--- config.mk ---
export PLATFORM = sky130hd
export DESIGN_NAME = bmgn_cfg
export DESIGN_NICKNAME = d
export VERILOG_FILES = /design/src/rtl/core/bmgn_pkg.sv /design/src/rtl/core/bmgn_cfg.sv
export SDC_FILE = /design/constraint.sdc
export NUM_CORES = 1
export LEC_CHECK = 0
export BUFFER_PORTS_ARGS = -buffer_cell sky130_fd_sc_hd__buf_2
export CORE_ASPECT_RATIO = 1.75
export CORE_MARGIN = 4
export CORE_UTILIZATION = 43
export DETAILED_ROUTE_END_ITERATION = 6
export PLACE_DENSITY = 0.81
export SLEW_MARGIN = 5
export SYNTH_ARGS = -nofsm -noshare
export SYNTH_HDL_FRONTEND = slang
export SYNTH_SLANG_ARGS = --single-unit
--- constraint.sdc ---
create_clock -name clk -period 1 [get_ports clk]
set_clock_uncertainty 0.2 [all_clocks]
set_input_delay 0.15 -clock clk [delete_from_list [all_inputs] [get_ports clk]]
set_output_delay 0.15 -clock clk [all_outputs]
set_load 0.02 [all_outputs]
--- src/rtl/core/bmgn_pkg.sv ---
`default_nettype none

package bmgn_pkg;

  // field widths
  localparam int PT_W       = 4;
  localparam int ELEM_W     = 11;
  localparam int ELOC_W     = 21;
  localparam int EGLB_W     = 31;
  localparam int LAYER_W    = 3;
  localparam int LI_W       = 30;
  localparam int GN_W       = 40;
  localparam int CFG_IDX_W  = 3;
  localparam int CFG_DATA_W = 11;

  localparam int MAX_POINTS   = 8;
  localparam int MAX_ELEMENTS = 1048576;

  // internal widths
  localparam int P_W       = $clog2(MAX_POINTS);          // order p and point counters
  localparam int NXY_W     = 2 * ELEM_W;
  localparam int TOT_W     = 3 * ELEM_W;
  localparam int DIV_STEPS = EGLB_W;
  localparam int DCNT_W    = $clog2(DIV_STEPS);
  localparam int ELM1_W    = $clog2(MAX_ELEMENTS);        // elem_local - 1
  localparam int SX_W      = P_W + ELEM_W;                // p*elems + 1
  localparam int SXY_W     = 2 * SX_W;
  localparam int KG_W      = P_W + EGLB_W;                // p*(ez-1) + k
  localparam int KG_SPLIT  = 16;
  localparam int GN_HI_W   = GN_W - KG_SPLIT;
  localparam int PXY_W     = 2 * PT_W;
  localparam int PXYZ_W    = 3 * PT_W;
  localparam int PXYK_W    = PXY_W + LAYER_W;

  localparam logic [PT_W-1:0]   PTS_MIN  = PT_W'(2);
  localparam logic [PT_W-1:0]   PTS_MAX  = PT_W'(MAX_POINTS);
  localparam logic [ELOC_W-1:0] ELOC_MAX = ELOC_W'(MAX_ELEMENTS);

  localparam logic [PT_W-1:0]   PTS_RST  = PT_W'(4);
  localparam logic [ELEM_W-1:0] ELEM_RST = ELEM_W'(1);

  typedef enum logic [CFG_IDX_W-1:0] {
    REG_POINTS_X = 3'd0,
    REG_POINTS_Y = 3'd1,
    REG_POINTS_Z = 3'd2,
    REG_ELEMS_X  = 3'd3,
    REG_ELEMS_Y  = 3'd4,
    REG_ELEMS_Z  = 3'd5
  } cfg_reg_t;

  typedef struct packed {
    logic [PT_W-1:0]   points_x;
    logic [PT_W-1:0]   points_y;
    logic [PT_W-1:0]   points_z;
    logic [ELEM_W-1:0] elems_x;
    logic [ELEM_W-1:0] elems_y;
    logic [ELEM_W-1:0] elems_z;
  } cfg_t;

  typedef enum logic [3:0] {
    S_IDLE,
    S_NXY,
    S_TOTAL,
    S_CHECK,
    S_DIV1,
    S_DIV1_WAIT,
    S_DIV2,
    S_DIV2_WAIT,
    S_CALC1,
    S_CALC2,
    S_CALC3,
    S_CALC4,
    S_CALC5,
    S_EMIT,
    S_ERR
  } ctrl_state_t;

  typedef enum logic [3:0] {
    OP_NONE,
    OP_CAPTURE,
    OP_NXY,
    OP_TOTAL,
    OP_DIV1,
    OP_DIV1_END,
    OP_DIV2,
    OP_DIV2_END,
    OP_CALC1,
    OP_CALC2,
    OP_CALC3,
    OP_CALC4,
    OP_CALC5,
    OP_EMIT,
    OP_ERR
  } dp_op_t;

  typedef struct packed {
    logic bad;        // item or points_x is out of range
    logic div_done;   // divider holds a finished result
    logic out_free;   // output register can take a beat this cycle
    logic last_pt;    // current point is the final one of the layer
  } dp_status_t;

endpackage

`default_nettype wire

--- src/rtl/core/bmgn_cfg.sv ---
`default_nettype none

module bmgn_cfg (
  input  logic                             clk,
  input  logic                             rst_n,
  input  logic                             cfg_valid,
  output logic                             cfg_ready,
  input  logic [bmgn_pkg::CFG_IDX_W-1:0]   cfg_index,
  input  logic [bmgn_pkg::CFG_DATA_W-1:0]  cfg_data,
  output bmgn_pkg::cfg_t                   cfg
);

  bmgn_pkg::cfg_t cfg_r;
  bmgn_pkg::cfg_t cfg_nxt;

  assign cfg_ready = 1'b1;
  assign cfg       = cfg_r;

  always_comb begin
    cfg_nxt = cfg_r;
    if (cfg_valid) begin
      case (bmgn_pkg::cfg_reg_t'(cfg_index))
        bmgn_pkg::REG_POINTS_X: cfg_nxt.points_x = cfg_data[bmgn_pkg::PT_W-1:0];
        bmgn_pkg::REG_POINTS_Y: cfg_nxt.points_y = cfg_data[bmgn_pkg::PT_W-1:0];
        bmgn_pkg::REG_POINTS_Z: cfg_nxt.points_z = cfg_data[bmgn_pkg::PT_W-1:0];
        bmgn_pkg::REG_ELEMS_X:  cfg_nxt.elems_x  = cfg_data[bmgn_pkg::ELEM_W-1:0];
        bmgn_pkg::REG_ELEMS_Y:  cfg_nxt.elems_y  = cfg_data[bmgn_pkg::ELEM_W-1:0];
        bmgn_pkg::REG_ELEMS_Z:  cfg_nxt.elems_z  = cfg_data[bmgn_pkg::ELEM_W-1:0];
        default: ;  // unused indexes are dropped
      endcase
    end
  end

  always_ff @(posedge clk) begin
    if (!rst_n) begin
      cfg_r.points_x <= bmgn_pkg::PTS_RST;
      cfg_r.points_y <= bmgn_pkg::PTS_RST;
      cfg_r.points_z <= bmgn_pkg::PTS_RST;
      cfg_r.elems_x  <= bmgn_pkg::ELEM_RST;
      cfg_r.elems_y  <= bmgn_pkg::ELEM_RST;
      cfg_r.elems_z  <= bmgn_pkg::ELEM_RST;
    end else begin
      cfg_r <= cfg_nxt;
    end
  end

endmodule

`default_nettype wire

# ---- Yosys cells after proc, flatten, opt, wreduce, memory -nomap -nowiden
# Cells that the tools add are included.
dict set report word_totals {
  elab_cells 18
  mem_bits_rw 0
  out_inout_bits 46
  latchBits 0
  n_memories 0
  rom_bits 0
  reg_bits 45
}
dict set report op_classes {
  n_eq_ne 5
  reduce_logical 7
  mux 0
  n_div 0
  multipliers 0
  n_bitwise 0
  order_cmp 0
  add_sub_neg 0
  shift 0
}
# op count
set ops {}
lappend ops {{AND reduction 2 bit} 6}
lappend ops {{equality test 3 x 2 -> 1 bit, second input constant} 2}
lappend ops {{equality test 3 bit, second input constant} 2}
lappend ops {{equality test 3 x 1 -> 1 bit, second input constant} 1}
lappend ops {{logical NOT 3 bit} 1}

# ---- Longest topological paths before layout
dict set report depth {
  depth_word 2
  ltp_mapped 4
  mapped_depth_nobuf 2
}

# ---- Least setup slack after synthesis
# Ideal clock, no wire load.
dict set report synth_timing {
  path_type {in2reg}
  start {input cfg_index[2] (netlist bit)}
  end {register cfg_r, in the netlist cfg[23]}
  cell_stages 3
  setup_ps 72
  t_arrival_ps 759
  n_path_buf 1
  slack_ps -30
  cell_sequence {and4b_1 > buf_6 > mux2i_1}
}
dict set report synth_via {
  elab_chain_len 2
}
# element line_no
set synth_rtl {}
lappend synth_rtl {{start, declared} bmgn_cfg.sv:8} ;# input logic [bmgn_pkg::CFG_IDX_W-1:0] cfg_index,
lappend synth_rtl {{equality test 3 x 2 -> 1 bit} bmgn_cfg.sv:22} ;# case (bmgn_pkg::cfg_reg_t'(cfg_index))
lappend synth_rtl {{AND reduction 2 bit (no line)} --}
lappend synth_rtl {{end signal, assigned} bmgn_cfg.sv:43} ;# cfg_r <= cfg_nxt;
lappend synth_rtl {{end, declared} bmgn_cfg.sv:13} ;# bmgn_pkg::cfg_t cfg_r;
# No other way between the ends.
# A chain may end at the register's enable or synchronous reset.

# ---- Worst setup path in the final report
dict set report layout_timing {
  start {register cfg_r, in the netlist cfg[34]}
  end {output cfg[34] (netlist bit)}
}
# element line_no
set layout_lines {}
lappend layout_lines {{end, declared} bmgn_cfg.sv:10} ;# output bmgn_pkg::cfg_t cfg
# No word-level cell between the ends.

==> results by stage <==
Min path:
- The path with the worst hold slack has its endpoint at cfg[0].
- The worst hold path begins at cfg_data[0].
- The instance count along the most critical hold path is 3.
- The path class of the tightest hold or removal check is in2reg.

STA:
- Setup repair after global routing could not meet its margin everywhere.
- The hold violation total from the final report came to 20.
- On the final layout, the worst hold slack is -0.0453 ns.
- The final critical delay including setup and external delays is 1.12 ns.
- The fraction of the cycle the final worst path needs is 1.12.
- Setup slack on the critical path of the routed design comes to -0.120 ns.
- The maximum clock rate is 893 MHz.
- The final setup violation count is 45.
- The accumulated negative setup slack is -4.27 ns.
- The count of final max-slew check failures is 0.

Final layout:
- The finished cells cover 0.00276 mm^2.
- Compared with the post-synthesis result, the final layout area differs by 58.8%.
- The share of final-layout standard cells stronger than drive strength 1 is 0.582.
- The register with the most flip-flops in the layout has 45 of them.
- The filler-free cell count of the finished design is 299.
- The filler cells instantiated in the layout total 289.
- The repair_antennas step left the layout with diodes totalling 0.
- The core occupancy in the finished layout is 0.706.
- The final layout contains 267 nets.

Setup path:
- The largest delay contributor family on the critical path is flip-flops.
- The type of element launching the critical path is a flip-flop.
- The minimum setup slack among reg-to-reg paths is 0.03 ns.
- STA puts the critical path data arrival time at 0.77 ns.
- Traced cell by cell, the critical path runs through buf_6.
- The largest single stage delay on the critical path is 0.36 ns.
- The number of buffers and inverters on the critical path is 1.
- The worst setup path is captured at a primary output.
- The launch instance of the worst register-to-register path is cfg[28].
- In this run the worst path has a maximum fanout of 2.
- The end of the worst register-to-register path is cfg[28].
- The type of the setup path with the least slack is reg2out.
- The required time reported for the critical path endpoint is 0.65 ns.
- For this design, the slowest cell found on the critical path is dfxtp_2.
- Counting cells, the worst reg-to-reg path comes to 4.

Placement:
- At the end of routability-driven placement, the weighted congestion stood at 0.749.
- The detailed-placement wirelength estimate is 2.98 mm.
- Before CTS, the worst setup slack after placement is -0.273 ns.
- The number of buffers added on ports is 61.
- The total instance count after detailed placement is 278.
- The post-placement cell area is 0.00218 mm^2.

Clocking:
- The count of H-tree levels built during CTS is 2.
- In this run, post-CTS hold repair placed 3 buffers.
- The maximum buffer depth of the clock tree is 2.
- The TritonCTS clock tree is built.
- The tree is rooted in a clkbuf_8.
- For this design, the sink count on the clock tree is 45.
- The clock insertion delay at the later pin of the skew report is 0.28 ns.
- Clock-pin slew was measured on the worst setup and hold paths at 0.09 ns.
- In this run, CTS created clock tree buffers numbering 5.

Logic synthesis:
- In this run, synthesis produced a sequential element count of 45.
- The post-synthesis instance area is 0.00174 mm^2.
- The number of cells produced by synthesis is 167.
- Averaged over all synthesized cells, the footprint is 10.4 um^2.
- The net count of the mapped netlist is 184.
- The distinct cell type count of the synthesized netlist is 15.
- The sequential fraction of the synthesis area is 0.519.
- The total number of yosys warnings is 0.

Power and ir drop:
- The maximum ir drop on the vdd rail is 1120 uV.
- Summed over all cells, the static leakage comes to 1.30 nW.
- Overall power consumption after layout is estimated at 3.37 mW.
- The power density over the cells is 1220 mW/mm^2.

Routing:
- The routed design has 4.43 mm of wire.
- The overall via count from detail_route is 1442.
- The detailed-router iteration count before antenna repair is 4.
- The wire length per cell is 14.8 um.
- The detailed router's first-iteration violation count is 17.
- The post-route DRC violation count is 0.
- The via density per instance is 4.82.
- In this run the remaining antenna-violating nets after routing total 0.

Flow run:
- The tool flagged a number of max-cap violations equal to 0.

Outcome:
- The checks that failed: hold timing, setup timing.
- The flow ran to the end, but the final reports show violations.

GRT:
- The via count of the first global-routing pass is 1536.
- Global routing finished with a remaining overflow of 0.
- The pin count of the biggest net entering global routing is 29.
- The first global-routing pass estimated 7.17 mm of wire.
- The total routing resource utilization after global routing is 0.175.
- The initial antenna violation count came to 0.

Die:
- The number of rows in the core area is 30.
- The vertical extent of the die is 92.1 um.
- The die is 56.0 um wide.
- The initial core utilization is 0.445.
- The core footprint is 0.00390 mm^2.
- The area of the die is 0.00516 mm^2.
- The I/O pin count is 63.
[where the power goes]
group / total, mW / switching [mW] / internal (mW)
combinational: 0.428 / 0.209 / 0.219
clock: 1.08 / 0.587 / 0.492
sequential: 1.87 / 0.0294 / 1.84
total: 3.37 / 0.825 / 2.55
[worst min-delay path, stage by stage]
cell     delay [ns]
buf_2          0.09
nor2b_1        0.06
mux2i_1        0.11
[layout by cell type, fill, tap and decap left out, types with 2 or more instances in the layout]
cell	netlist	layout
clkbuf_8	0	5
buf_2	2	12
clkinvlp_4	0	2
mux2i_1	45	44
dlygate4sd3_1	0	3
nor2b_2	0	2
dfxtp_2	0	45
nand2_2	0	4
nand4bb_1	2	2
nor2b_1	8	6
nand2_1	50	46
buf_4	3	23
buf_6	1	47
buf_12	0	3
[worst max-delay path by stage]
stage | from | to | depth (start not counted) | slack (ns)
2_1_floorplan | cfg_index[2] | cfg[23] | 3 | -0.03
3_3_place_gp | cfg_index[1] | cfg[37] | 4 | -0.24
3_5_place_dp | cfg_index[1] | cfg[37] | 4 | -0.27
4_1_cts | cfg[34] | cfg[34] | 1 | -0.13
5_1_grt | cfg[40] | cfg[40] | 1 | -0.17
6_report | cfg[34] | cfg[34] | 1 | -0.12
[area by class of cell]
type	instances	area, um^2	share of cell area
clock inverter	2	15.0	0.00544
clock buffer	6	72.6	0.0263
tap	48	60.1	0.0218
sequential	45	957	0.347
timing repair buffer	88	852	0.309
multi-input combinational	110	801	0.290
[synthesized netlist by cell type]
| cell type | number | area share |
|---|---|---|
| buf_4 | 3 | 0.013 |
| clkbuf_1 | 4 | 0.0086 |
| nor4bb_1 | 1 | 0.0058 |
| buf_6 | 1 | 0.0065 |
| nand2_1 | 50 | 0.11 |
| nand4b_1 | 1 | 0.0050 |
| mux2i_1 | 45 | 0.26 |
| conb_1 | 1 | 0.0022 |
| clkbuf_2 | 2 | 0.0058 |
| nand4bb_1 | 2 | 0.013 |
| nor2b_1 | 8 | 0.029 |
| nor4b_4 | 1 | 0.014 |
| buf_2 | 2 | 0.0058 |
| and4b_1 | 1 | 0.0058 |
| dfxtp_1 | 45 | 0.52 |
[timing repair]
item                       in CTS  in global routing
hold endpoints to repair       31                 16
gates resized for setup       135                 16
setup buffers                   5                  6
pin swaps                       0                  1
setup endpoints to repair      45                 61
[routing by layer]
metal / track usage / up-vias / part of all wire
li1: - / 718 / -
met1: 0.182 / 684 / 0.37
met2: 0.336 / 35 / 0.58
met3: 0.0465 / 5 / 0.044
met4: 0.0475 / 0 / 0.010
met5: 0 / - / 0
[cells by family (layout without fill, tap and decap cells)]
group,count (synthesis),in the layout,share of synthesized area
other,1,1,0.00216
DFF,45,45,0.519
muxes,45,45,0.259
and+or+nand+nor,64,64,0.180
buffers and inverters,12,96,0.0396
Note: power is estimated with default switching activity, not from simulation.
