$ cat src/rtl/core/bmgn_pkg.sv
`default_nettype none

package bmgn_pkg;

  // field widths
  localparam int PT_W       = 4;
  localparam int ELEM_W     = 11;
  localparam int ELOC_W     = 21;
  localparam int EGLB_W     = 31;
  localparam int LAYER_W    = 3;
  localparam int LI_W       = 30;
  localparam int GN_W       = 40;
  localparam int CFG_IDX_W  = 3;
  localparam int CFG_DATA_W = 11;

  localparam int MAX_POINTS   = 8;
  localparam int MAX_ELEMENTS = 1048576;

  // internal widths
  localparam int P_W       = $clog2(MAX_POINTS);          // order p and point counters
  localparam int NXY_W     = 2 * ELEM_W;
  localparam int TOT_W     = 3 * ELEM_W;
  localparam int DIV_STEPS = EGLB_W;
  localparam int DCNT_W    = $clog2(DIV_STEPS);
  localparam int ELM1_W    = $clog2(MAX_ELEMENTS);        // elem_local - 1
  localparam int SX_W      = P_W + ELEM_W;                // p*elems + 1
  localparam int SXY_W     = 2 * SX_W;
  localparam int KG_W      = P_W + EGLB_W;                // p*(ez-1) + k
  localparam int KG_SPLIT  = 16;
  localparam int GN_HI_W   = GN_W - KG_SPLIT;
  localparam int PXY_W     = 2 * PT_W;
  localparam int PXYZ_W    = 3 * PT_W;
  localparam int PXYK_W    = PXY_W + LAYER_W;

  localparam logic [PT_W-1:0]   PTS_MIN  = PT_W'(2);
  localparam logic [PT_W-1:0]   PTS_MAX  = PT_W'(MAX_POINTS);
  localparam logic [ELOC_W-1:0] ELOC_MAX = ELOC_W'(MAX_ELEMENTS);

  localparam logic [PT_W-1:0]   PTS_RST  = PT_W'(4);
  localparam logic [ELEM_W-1:0] ELEM_RST = ELEM_W'(1);

  typedef enum logic [CFG_IDX_W-1:0] {
    REG_POINTS_X = 3'd0,
    REG_POINTS_Y = 3'd1,
    REG_POINTS_Z = 3'd2,
    REG_ELEMS_X  = 3'd3,
    REG_ELEMS_Y  = 3'd4,
    REG_ELEMS_Z  = 3'd5
  } cfg_reg_t;

  typedef struct packed {
    logic [PT_W-1:0]   points_x;
    logic [PT_W-1:0]   points_y;
    logic [PT_W-1:0]   points_z;
    logic [ELEM_W-1:0] elems_x;
    logic [ELEM_W-1:0] elems_y;
    logic [ELEM_W-1:0] elems_z;
  } cfg_t;

  typedef enum logic [3:0] {
    S_IDLE,
    S_NXY,
    S_TOTAL,
    S_CHECK,
    S_DIV1,
    S_DIV1_WAIT,
    S_DIV2,
    S_DIV2_WAIT,
    S_CALC1,
    S_CALC2,
    S_CALC3,
    S_CALC4,
    S_CALC5,
    S_EMIT,
    S_ERR
  } ctrl_state_t;

  typedef enum logic [3:0] {
    OP_NONE,
    OP_CAPTURE,
    OP_NXY,
    OP_TOTAL,
    OP_DIV1,
    OP_DIV1_END,
    OP_DIV2,
    OP_DIV2_END,
    OP_CALC1,
    OP_CALC2,
    OP_CALC3,
    OP_CALC4,
    OP_CALC5,
    OP_EMIT,
    OP_ERR
  } dp_op_t;

  typedef struct packed {
    logic bad;        // item or points_x is out of range
    logic div_done;   // divider holds a finished result
    logic out_free;   // output register can take a beat this cycle
    logic last_pt;    // current point is the final one of the layer
  } dp_status_t;

endpackage

`default_nettype wire

$ cat src/rtl/core/bmgn_ctrl.sv
`default_nettype none

module bmgn_ctrl (
  input  logic                  clk,
  input  logic                  rst_n,
  input  logic                  in_valid,
  output logic                  in_ready,
  input  bmgn_pkg::dp_status_t  status,
  output bmgn_pkg::dp_op_t      op
);

  bmgn_pkg::ctrl_state_t state_r;
  bmgn_pkg::ctrl_state_t state_nxt;

  always_ff @(posedge clk) begin
    if (!rst_n) begin
      state_r <= bmgn_pkg::S_IDLE;
    end else begin
      state_r <= state_nxt;
    end
  end

  always_comb begin
    state_nxt = state_r;
    case (state_r)
      bmgn_pkg::S_IDLE:      if (in_valid) state_nxt = bmgn_pkg::S_NXY;
      bmgn_pkg::S_NXY:       state_nxt = bmgn_pkg::S_TOTAL;
      bmgn_pkg::S_TOTAL:     state_nxt = bmgn_pkg::S_CHECK;
      bmgn_pkg::S_CHECK:     state_nxt = status.bad ? bmgn_pkg::S_ERR : bmgn_pkg::S_DIV1;
      bmgn_pkg::S_DIV1:      state_nxt = bmgn_pkg::S_DIV1_WAIT;
      bmgn_pkg::S_DIV1_WAIT: if (status.div_done) state_nxt = bmgn_pkg::S_DIV2;
      bmgn_pkg::S_DIV2:      state_nxt = bmgn_pkg::S_DIV2_WAIT;
      bmgn_pkg::S_DIV2_WAIT: if (status.div_done) state_nxt = bmgn_pkg::S_CALC1;
      bmgn_pkg::S_CALC1:     state_nxt = bmgn_pkg::S_CALC2;
      bmgn_pkg::S_CALC2:     state_nxt = bmgn_pkg::S_CALC3;
      bmgn_pkg::S_CALC3:     state_nxt = bmgn_pkg::S_CALC4;
      bmgn_pkg::S_CALC4:     state_nxt = bmgn_pkg::S_CALC5;
      bmgn_pkg::S_CALC5:     state_nxt = bmgn_pkg::S_EMIT;
      bmgn_pkg::S_EMIT:      if (status.out_free && status.last_pt) state_nxt = bmgn_pkg::S_IDLE;
      bmgn_pkg::S_ERR:       if (status.out_free) state_nxt = bmgn_pkg::S_IDLE;
      default:               state_nxt = bmgn_pkg::S_IDLE;
    endcase
  end

  always_comb begin
    in_ready = 1'b0;
    op       = bmgn_pkg::OP_NONE;
    case (state_r)
      bmgn_pkg::S_IDLE: begin
        in_ready = 1'b1;
        if (in_valid) op = bmgn_pkg::OP_CAPTURE;
      end
      bmgn_pkg::S_NXY:       op = bmgn_pkg::OP_NXY;
      bmgn_pkg::S_TOTAL:     op = bmgn_pkg::OP_TOTAL;
      bmgn_pkg::S_CHECK:     op = bmgn_pkg::OP_NONE;
      bmgn_pkg::S_DIV1:      op = bmgn_pkg::OP_DIV1;
      bmgn_pkg::S_DIV1_WAIT: if (status.div_done) op = bmgn_pkg::OP_DIV1_END;
      bmgn_pkg::S_DIV2:      op = bmgn_pkg::OP_DIV2;
      bmgn_pkg::S_DIV2_WAIT: if (status.div_done) op = bmgn_pkg::OP_DIV2_END;
      bmgn_pkg::S_CALC1:     op = bmgn_pkg::OP_CALC1;
      bmgn_pkg::S_CALC2:     op = bmgn_pkg::OP_CALC2;
      bmgn_pkg::S_CALC3:     op = bmgn_pkg::OP_CALC3;
      bmgn_pkg::S_CALC4:     op = bmgn_pkg::OP_CALC4;
      bmgn_pkg::S_CALC5:     op = bmgn_pkg::OP_CALC5;
      bmgn_pkg::S_EMIT:      if (status.out_free) op = bmgn_pkg::OP_EMIT;
      bmgn_pkg::S_ERR:       if (status.out_free) op = bmgn_pkg::OP_ERR;
      default:               op = bmgn_pkg::OP_NONE;
    endcase
  end

endmodule

`default_nettype wire

$ cat config.mk
export PLATFORM = sky130hd
export DESIGN_NAME = bmgn_ctrl
export DESIGN_NICKNAME = d
export VERILOG_FILES = /design/src/rtl/core/bmgn_pkg.sv /design/src/rtl/core/bmgn_ctrl.sv
export SDC_FILE = /design/constraint.sdc
export NUM_CORES = 1
export LEC_CHECK = 0
export ABC_AREA = 1
export BUFFER_PORTS_ARGS = -buffer_cell sky130_fd_sc_hd__buf_2
export CORE_AREA = 10 10 47 49
export CTS_BUF_LIST = sky130_fd_sc_hd__clkbuf_4
export DETAILED_ROUTE_END_ITERATION = 10
export DIE_AREA = 0 0 57 59
export GPL_TIMING_DRIVEN = 0
export HOLD_SLACK_MARGIN = 0.05
export PLACE_DENSITY = 0.58
export SYNTH_ARGS = -nofsm -noshare
export SYNTH_HDL_FRONTEND = slang
export SYNTH_SLANG_ARGS = --single-unit
$ cat constraint.sdc
create_clock -name clk -period 1.2 [get_ports clk]
set_input_delay 0 -clock clk [delete_from_list [all_inputs] [get_ports clk]]
set_output_delay 0 -clock clk [all_outputs]
set_load 0.03 [all_outputs]
* After elaboration in Yosys (flattened, before gate mapping)
Index checks and enable logic that the tools add are counted.
Word-level totals: memory bits (writable) 0, bits of input ports 7, register bits after elaboration 4, memory bits (read-only) 0, logic and storage cells 37, bits in latches 0, memories kept 0, output and inout bits 5
Operators by class: shift-type cells 0, divide/modulo/power cells 0, equal/unequal tests 19, order comparisons 0, reduce and logical (&&, ||, !) cells 3, muxes and demuxes 14, $mul 0, bitwise operators 0, add/sub/neg operators 0
Operator list (count):
- $pmux W4 S15 | 1
- $pmux W4 S14 | 1
- $mux W4 | 8
- $eq A4 B4 Y1 const B | 7
- $eq A4 B3 Y1 const B | 4
- $ne A2 B2 Y1 const B | 5
- $eq A4 B2 Y1 const B | 2
- $mux W3 | 2
- $reduce_and A5 Y1 | 1
- $eq A4 B1 Y1 const B | 1
- $logic_not A4 Y1 | 1
- $mux W1 | 2
- $logic_and A1 B1 Y1 | 1

* Logic depth before layout (Yosys ltp)
Gate-level depths: netlist (run 1).
depth in word-level cells 3, mapped depth 10, mapped depth without buffers 9

* Worst setup path before layout (run 1)
Ideal clock, no wire load.
path kind register to output, start register state_r[2], end output op[1], path buffers 0, cell stages (with the launch flop) 5, required time 1200 ps, arrival time 1249 ps, path slack -49 ps, cell sequence dfxtp_1 -> inv_2 -> nor2_2 -> nand2_1 -> o2111ai_1
Between the ends: cells in the longest elaborated chain, start to end 2, elaborated cells between the ends (all ways) 15, classes of those cells eq/ne (13); mux (1); reduce/logical (1)
RTL lines:
- from (decl) | line bmgn_ctrl.sv:12 | bmgn_pkg::ctrl_state_t state_r;
- from (signal assigned) | line bmgn_ctrl.sv:17 | state_r <= bmgn_pkg::S_IDLE;
- from (signal assigned) | line bmgn_ctrl.sv:19 | state_r <= state_nxt;
- $eq A4 B4 Y1, or another cell as far along | line bmgn_ctrl.sv:48 | case (state_r)
- $pmux W4 S14 (*) | line bmgn_ctrl.sv:48
- to (decl) | line bmgn_ctrl.sv:9 | output bmgn_pkg::dp_op_t op
Mark *: on every way between the ends. The rest lies on a longest branch, timed or not.

* Worst setup path in the final report (run 1)
start register state_r[0], end output op[0]
Same word-level chain as after synthesis.

==> results of run 1 <==
[worst max-delay path: stages, from the launching register on]
cell      delay, ns
dfxtp_2        0.31
buf_6          0.13
buf_4          0.13
nand4_1        0.10
nand2_1        0.07
a21oi_1        0.14
o211ai_1       0.11
buf_4          0.18
[report_power, final]
group	total, mW	internal [mW]	switching (mW)
combinational	0.337	0.134	0.204
sequential	0.164	0.144	0.0202
clock	0.163	0.112	0.0516
total	0.664	0.389	0.275
[kinds of logic (layout without fill, tap and decap cells)]
group | count (synthesis) | count (layout) | share of synthesized area, %
compound gates | 13 | 13 | 17.7
simple gates | 55 | 55 | 49.6
flops | 4 | 4 | 17.7
buf+inv | 17 | 37 | 15.0
[synthesized netlist by cell type]
library cell	instances	area share (%)
nor2_1	12	10
o2bb2ai_1	1	1.9
o2111ai_1	1	1.9
nand2_1	33	27
inv_1	15	12
nor2_2	2	2.8
o21bai_1	1	1.7
dfxtp_1	4	18
o21ai_1	2	2.2
a21oi_1	3	3.3
o21a_1	1	1.7
nand4_1	2	2.8
o21ai_0	3	3.3
buf_4	1	1.7
nand3_1	6	6.6
o211ai_1	1	1.7
inv_2	1	0.83
[metrics by stage]
step	util [%]	TNS, ns	instances	hold WS, ns	setup WS (ns)
floorplan	-	0	89	0.0976	0.000681
global placement	38.2	-0.498	116	0.202	-0.132
detailed placement	38.2	-0.570	116	0.208	-0.114
CTS	47.9	-0.527	123	0.189	-0.123
global route	52.1	-1.19	125	0.262	-0.281
finish	52.1	-0.521	125	0.223	-0.199
[what timing repair did]
action,in CTS,in global routing
gates resized for setup,28,15
hold buffers,1,0
setup endpoints to repair,9,9
hold endpoints to repair,3,0
setup buffers,3,2
pin swaps,4,7
[layout by cell type, fill, tap and decap left out, types with 2 or more instances in the layout]
| master | instances |
|---|---|
| nand3_1 | 5 |
| buf_4 | 5 |
| nand2_4 | 3 |
| nand2_2 | 5 |
| inv_2 | 2 |
| nand4_1 | 2 |
| buf_6 | 5 |
| buf_2 | 7 |
| o21ai_1 | 2 |
| inv_1 | 13 |
| clkbuf_4 | 3 |
| nor2_1 | 7 |
| nor2_4 | 4 |
| dfxtp_4 | 3 |
| a21oi_1 | 2 |
| nor2_2 | 3 |
| nand2_1 | 25 |
| o21ai_0 | 2 |
[layout make-up]
cell class	count	area, um2	area share [%]
multi-input cells	68	390	53.5
well taps	16	20.0	2.74
inverters	16	65.1	8.92
clock buffers	3	22.5	3.09
repair buffers	17	128	17.5
flip-flops and latches	4	92.6	12.7
plain buffers	1	11.3	1.54
[final timing paths]
kind                endpoint  slack (ns)  cells after the start
setup / recovery       op[0]       -0.20                      7
hold / removal    state_r[2]        0.22                      6
setup reg to reg  state_r[3]           0                     10
hold reg to reg   state_r[3]        0.55                      2
[layer usage]
layer  up-vias  global-route usage, %  wire [um]
met5         -                      0          0
met4         0                   3.36         21
met3         2                   2.58         68
met2        13                   14.9        824
met1       267                   7.73        608
li1        326                      -          -
==> flow_results.org, run 1 <==
** Layout
- The post-route netlist has between 40% and 50% of its cells at a drive strength greater than 1.
- Area growth from synthesis to layout :: 61.5%
- Most flops, register :: state_r
- Largest registers in the final layout :: state_r: 4 flops
- The finished cells cover 729 um2.
- The register with the most flip-flops in the layout has 4 of them.
- Final #Nets :: 118
- Fill cells in the final layout number about 150.
- 0 antenna diodes ended up in the layout.

** Synth
- Count of mapped cells out of synthesis :: roughly 90
- Total standard cell area after synthesis :: approximately 450 um2
- The Yosys step of the flow raised 0 warnings.
- Synthesis-stage register bit count :: 4
- Net Count, Synth :: 96
- A synthesized cell averages around 5 um2.
- Of the synthesized area, sequential elements account for 17.7%.
- The synthesized netlist contains 17 unique library cells.

** Timing
- Final max-slew violation count :: 0
- Static timing analysis puts the maximum clock frequency at roughly 0.71 GHz.
- Worst relative slew slack :: 87.4%
- Portion of the clock cycle consumed by the worst path in the final layout :: 117%
- Setup violations remaining at the end of the flow were counted as 4.
- The total count of hold-check failures in the final report came to 0.
- Setup repair after global routing could not meet its margin everywhere.
- At the pin with the least slew margin, the transition time is between 0.15 and 0.2 ns.
- Counting I/O delays and the setup requirement, the final critical path takes 1.40 ns.
- Fin worst setup slack :: -0.199 ns
- Clock skew on the completed layout was measured at 0.00285 ns.

** Clock tree
- CTS tree :: yes
- In this run, CTS created clock tree buffers numbering 3.
- The tree is rooted in a clkbuf_4.
- Counting every sink on the clock net gives 4.
- Clock-pin slew was measured on the worst setup and hold paths at 0.04 ns.
- The clock reaches the later pin of the worst-skew pair after ~0.23 ns.
- In this run the number of H-tree levels came out at 1.
- No sink is reached through more buffers than the 2 on the longest clock path.

** Status
- The final reports fail on negative setup slack.
- Result of the run :: complete, but fails checks

** Routing
- Number of routed nets with antenna violations :: 0
- Mean routed wirelength per cell :: 12.2 um
- In the routed design, unresolved DRC markers number 0.
- Avg Vias per Cell :: 4.86
- Iteration count of the initial detailed-routing pass :: 4
- The routed layout has 608 vias.
- After the first detailed-routing iteration, the DRC count stood at 10.
- The final layout contains routed wiring with a total length of 1.52 mm.

** Min path
- Class of the worst hold path :: input pin to register
- The startpoint identified for the worst hold timing path is status[2].

** Floorplanning
- Initial cell density of the core :: about a third
- Total core area :: around 1400 um2
- Floorplan row count :: 14
- Die area :: between 3000 and 4000 um2
- The die is approximately 57 um wide.
- I/O pin total :: 12
- Die outline height :: 59 um

** Setup path
- Critical path launch point type :: register
- Critical register-to-register path startpoint :: state_r[0]
- Maximum fanout along the worst path :: 7
- Worst setup EP type :: primary output
- STA puts the critical path data arrival time at 1.40 ns.
- The worst setup path is of the register to primary output kind.
- Critical path launch point :: state_r[0]
- Required arrival time at the worst endpoint :: 1.20 ns

** GRT
- Overall overflow remaining after global route :: 0
- Initial antenna violation count :: 0
- The number of global-route vias before repair was slightly above 500.
- Largest net degree at the start of global routing :: 9
- Global routing used 7.91% of the available tracks across all layers.
- First-pass GRT wire length :: about 2.2 mm

** Placement
- Buffers added on ports :: 11
- Summed over all nets, the half-perimeter wirelength after detailed placement is between 1 and 1.5 mm.
- In this run the cell area measured after placement is 536 um2.
- Routability-driven placement finished with a final weighted congestion of approximately 0.83.

** Power and ir drop
- Across the VDD grid, the largest voltage drop is 493 uV.
- The design draws 0.664 mW.
- Dividing total power by cell area gives a power density of 911 nW/um2.
- For this design the static power due to leakage is 0.398 nW.

** Flow run
- Max-cap violations in this run came to 0.
No activity file was read; power rests on OpenSTA's default activity.
==> run 2: changes to the inputs <==
PLACE_DENSITY = default   (was 0.58)
==> run 2 against run 1 <==
Compared with the run above: the flow still finishes with violations (negative setup slack); combinational power rose by 4%; sequential share of layout area fell by 0.53 points; utilization rose by 3.7 points; clock power barely moved; largest cell class unchanged; largest power group unchanged.
==> flow_results.org, run 2 (synthesized netlist as in run 1, its figures left out) <==
** Status
- Result of the run: complete, but fails checks (unchanged).
- Failing checks :: negative setup slack (unchanged)

** Setup path
- The critical path data required time was 1.20 ns (about the same).
- Critical path launch point type :: register (unchanged)
- Maximum fanout along the worst path :: 8 (was 7)
- The endpoint type of the worst setup path is a primary output (unchanged).
- FF-to-FF path depth :: 9 (was 10)
- The arrival time at the worst endpoint came to 1.30 ns (was 1.40 ns).
- The startpoint-to-endpoint class of the critical path is register to primary output (unchanged).

** Layout
- Largest registers in the final layout: state_r: 4 flops (unchanged).
- The flip-flop count of the largest register, all copies and words added was 4 (unchanged).
- The total inserted antenna cells was 0 (unchanged).
- The area growth from synthesis to layout is 73.1% (was 61.5%).
- Leading cell types in the layout, fill and taps excluded: nand2_1 (20), inv_1 (10), nand2_2 (10) (was nand2_1 (25), inv_1 (13), nor2_1 (7), buf_2 (7)).
- The register name with the most flops is state_r (unchanged).
- FILL cells :: 139 (was 146)
- Area of the multi-input gates :: 440 um2 (was 390 um2)
- Share of layout cells above drive strength 1 :: 53.6% (was 42.2%)
- Seq. cell area :: 95.1 um2 (was 92.6 um2)
- The leading cell type in the layout, fill and taps excluded is nand2_1 (unchanged).
- The count of non-filler cells in the finished layout was 126 (was 125).
- Final #Nets :: 119 (was 118)

** Routing
- Total wire length after detailed routing :: 1.61 mm (was 1.52 mm)
- The number of iterations in the first detailed-routing pass is 4 (unchanged).
- The routed wirelength normalized by instance count was 12.7 um (was 12.2 um).
- The post-detailed-route via-to-cell ratio was 5.06 (was 4.86).
- The vias after detailed routing is 637 (was 608).
- Detailed-route DRC error count :: 0 (unchanged)
- The post-detailed-route count of antenna-violating nets came to 0 (unchanged).
- The DRC violation total after the first TritonRoute iteration came to 10 (unchanged).

** Timing
- Portion of the clock cycle consumed by the worst path in the final layout :: 109% (was 117%)
- Worst relative slew slack :: 86.5% (was 87.4%)
- Highest attainable clock frequency :: 0.768 GHz (was 0.715 GHz)
- Unrepaired setup endpoints after global routing: yes (unchanged).
- Worst-margin pin slew :: 0.203 ns (was 0.188 ns)
- The clock skew after layout came to 0.00236 ns (was 0.00285 ns).
- Hold violation total from the final report :: 0 (unchanged)
- The total setup violations reported at the end of the flow came to 8 (was 4).
- Final setup TNS :: -0.434 ns (was -0.521 ns)
- Fin worst setup slack :: -0.102 ns (was -0.199 ns)
- Final max-slew violation count :: 0 (unchanged)
- The hold slack came to 0.221 ns (was 0.223 ns).
- Clock period minus final worst setup slack :: 1.30 ns (was 1.40 ns)

** Floorplanning
- Initial cell density of the core :: 32.2% (unchanged)
- Total core area :: 1400 um2 (unchanged)
- I/O pin total :: 12 (unchanged)
- Die outline height :: 59 um (unchanged)
- Die boundary width :: 57 um (unchanged)
- The die area was 3360 um2 (unchanged).
- The site row count came to 14 (unchanged).

** Placement
- # placed instances :: 116 (unchanged)
- The detailed placement HPWL came to 1.05 mm (was 1.02 mm).
- The number of buffers inserted by port buffering came to 11 (unchanged).
- Worst slack at placement :: -0.106 ns (was -0.114 ns)
- Placer's final routability congestion estimate :: 0.823 (was 0.826)

** Clock tree
- CTS tree :: yes (unchanged)
- The clock-pin slew on the worst setup and hold paths came to 0.03 ns (was 0.04 ns).
- TritonCTS Sinks :: 4 (unchanged)
- Root buffer cell :: clkbuf_4 (unchanged)
- Worst-skew pair later-pin latency :: 0.23 ns (about the same)
- Number of buffers on the longest clock path :: 2 (unchanged)
- The clock buffer count from CTS is 3 (unchanged).
- The total number of H-tree levels came to 1 (unchanged).

** Power and ir drop
- Cell Pwr Density :: 894 nW/um2 (was 911 nW/um2)
- The leakage power came to 0.422 nW (was 0.398 nW).
- The total power of the final layout was 0.699 mW (was 0.664 mW).
- Worst IR drop on VDD :: 849 uV (was 493 uV)

** Min path
- The depth of the worst hold-timing path was 6 (unchanged).
- Class of the worst hold path :: input pin to register (unchanged)

** GRT
- First-pass GRT wire length :: 2.38 mm (was 2.19 mm)
- Initial antenna violation count :: 0 (unchanged)
- Overall overflow remaining after global route :: 0 (unchanged)
- Largest net degree at the start of global routing :: 9 (unchanged)
- The all-layer global routing usage was 8.47% (was 7.91%).
- The number of global-route vias before repair is 583 (was 519).

** Flow run
- The number of max-capacitance violations reported came to 0 (unchanged).
## run 2: cell count changes in the layout (fill, tap and decap cells not counted), moves of 2 or more
| cell | previous run | this run |
|---|---|---|
| inv_1 | 13 | 10 |
| buf_6 | 5 | 3 |
| nor2_2 | 3 | 1 |
| nand2_2 | 5 | 10 |
| nor2_4 | 4 | 7 |
| inv_2 | 2 | 5 |
| nand2_1 | 25 | 20 |
| buf_4 | 5 | 8 |
## run 2: timing repair
action	CTS	global route
buffers inserted	3	4
hold buffers	1	0
hold endpoints to repair	3	0
setup endpoints to repair	9	9
pin swaps	6	7
gates resized for setup	35	23
## run 2: layout make-up
class	count	area share, %
Multi-Input combinational cell	68	56.3
Timing Repair Buffer	19	17.8
Sequential cell	4	12.2
Inverter	16	8.32
Clock buffer	3	2.88
Tap cell	16	2.56
## run 2: metal layers
| metal | vias up | track usage (%) | wire [um] |
|---|---|---|---|
| li1 | 326 | - | - |
| met1 | 297 | 8.91 | 653 |
| met2 | 14 | 15.2 | 878 |
| met3 | 0 | 3.22 | 74 |
| met4 | 0 | 2.68 | 0 |
| met5 | - | 0 | 0 |
## run 2: per-stage QoR
stage	instance area, um2	utilization (%)
after floorplan	460	-
after global placement	536	38.2
after detailed placement	536	38.2
after CTS	682	48.7
after global routing	782	55.8
final	782	55.8
## run 2: worst paths after layout
path / start / endpoint / slack [ns]
setup reg to reg: state_r[2] / state_r[2] / -0.05
setup / recovery: state_r[0] / op[2] / -0.10
hold / removal: status[2] / state_r[2] / 0.22
hold reg to reg: state_r[3] / state_r[3] / 0.56
## run 2: power by group
part	switching (mW)	internal, mW	total, mW
combinational	0.205	0.145	0.350
clock	0.0510	0.112	0.163
sequential	0.0422	0.145	0.187
total	0.298	0.401	0.699
## run 2: worst max-delay path, stage by stage (launching register included)
cell and delay, ns:
dfxtp_4 0.44, inv_6 0.06, nor2_4 0.13, nand3_2 0.10, nand2_2 0.08, inv_2 0.04
nand4_1 0.07, buf_6 0.14
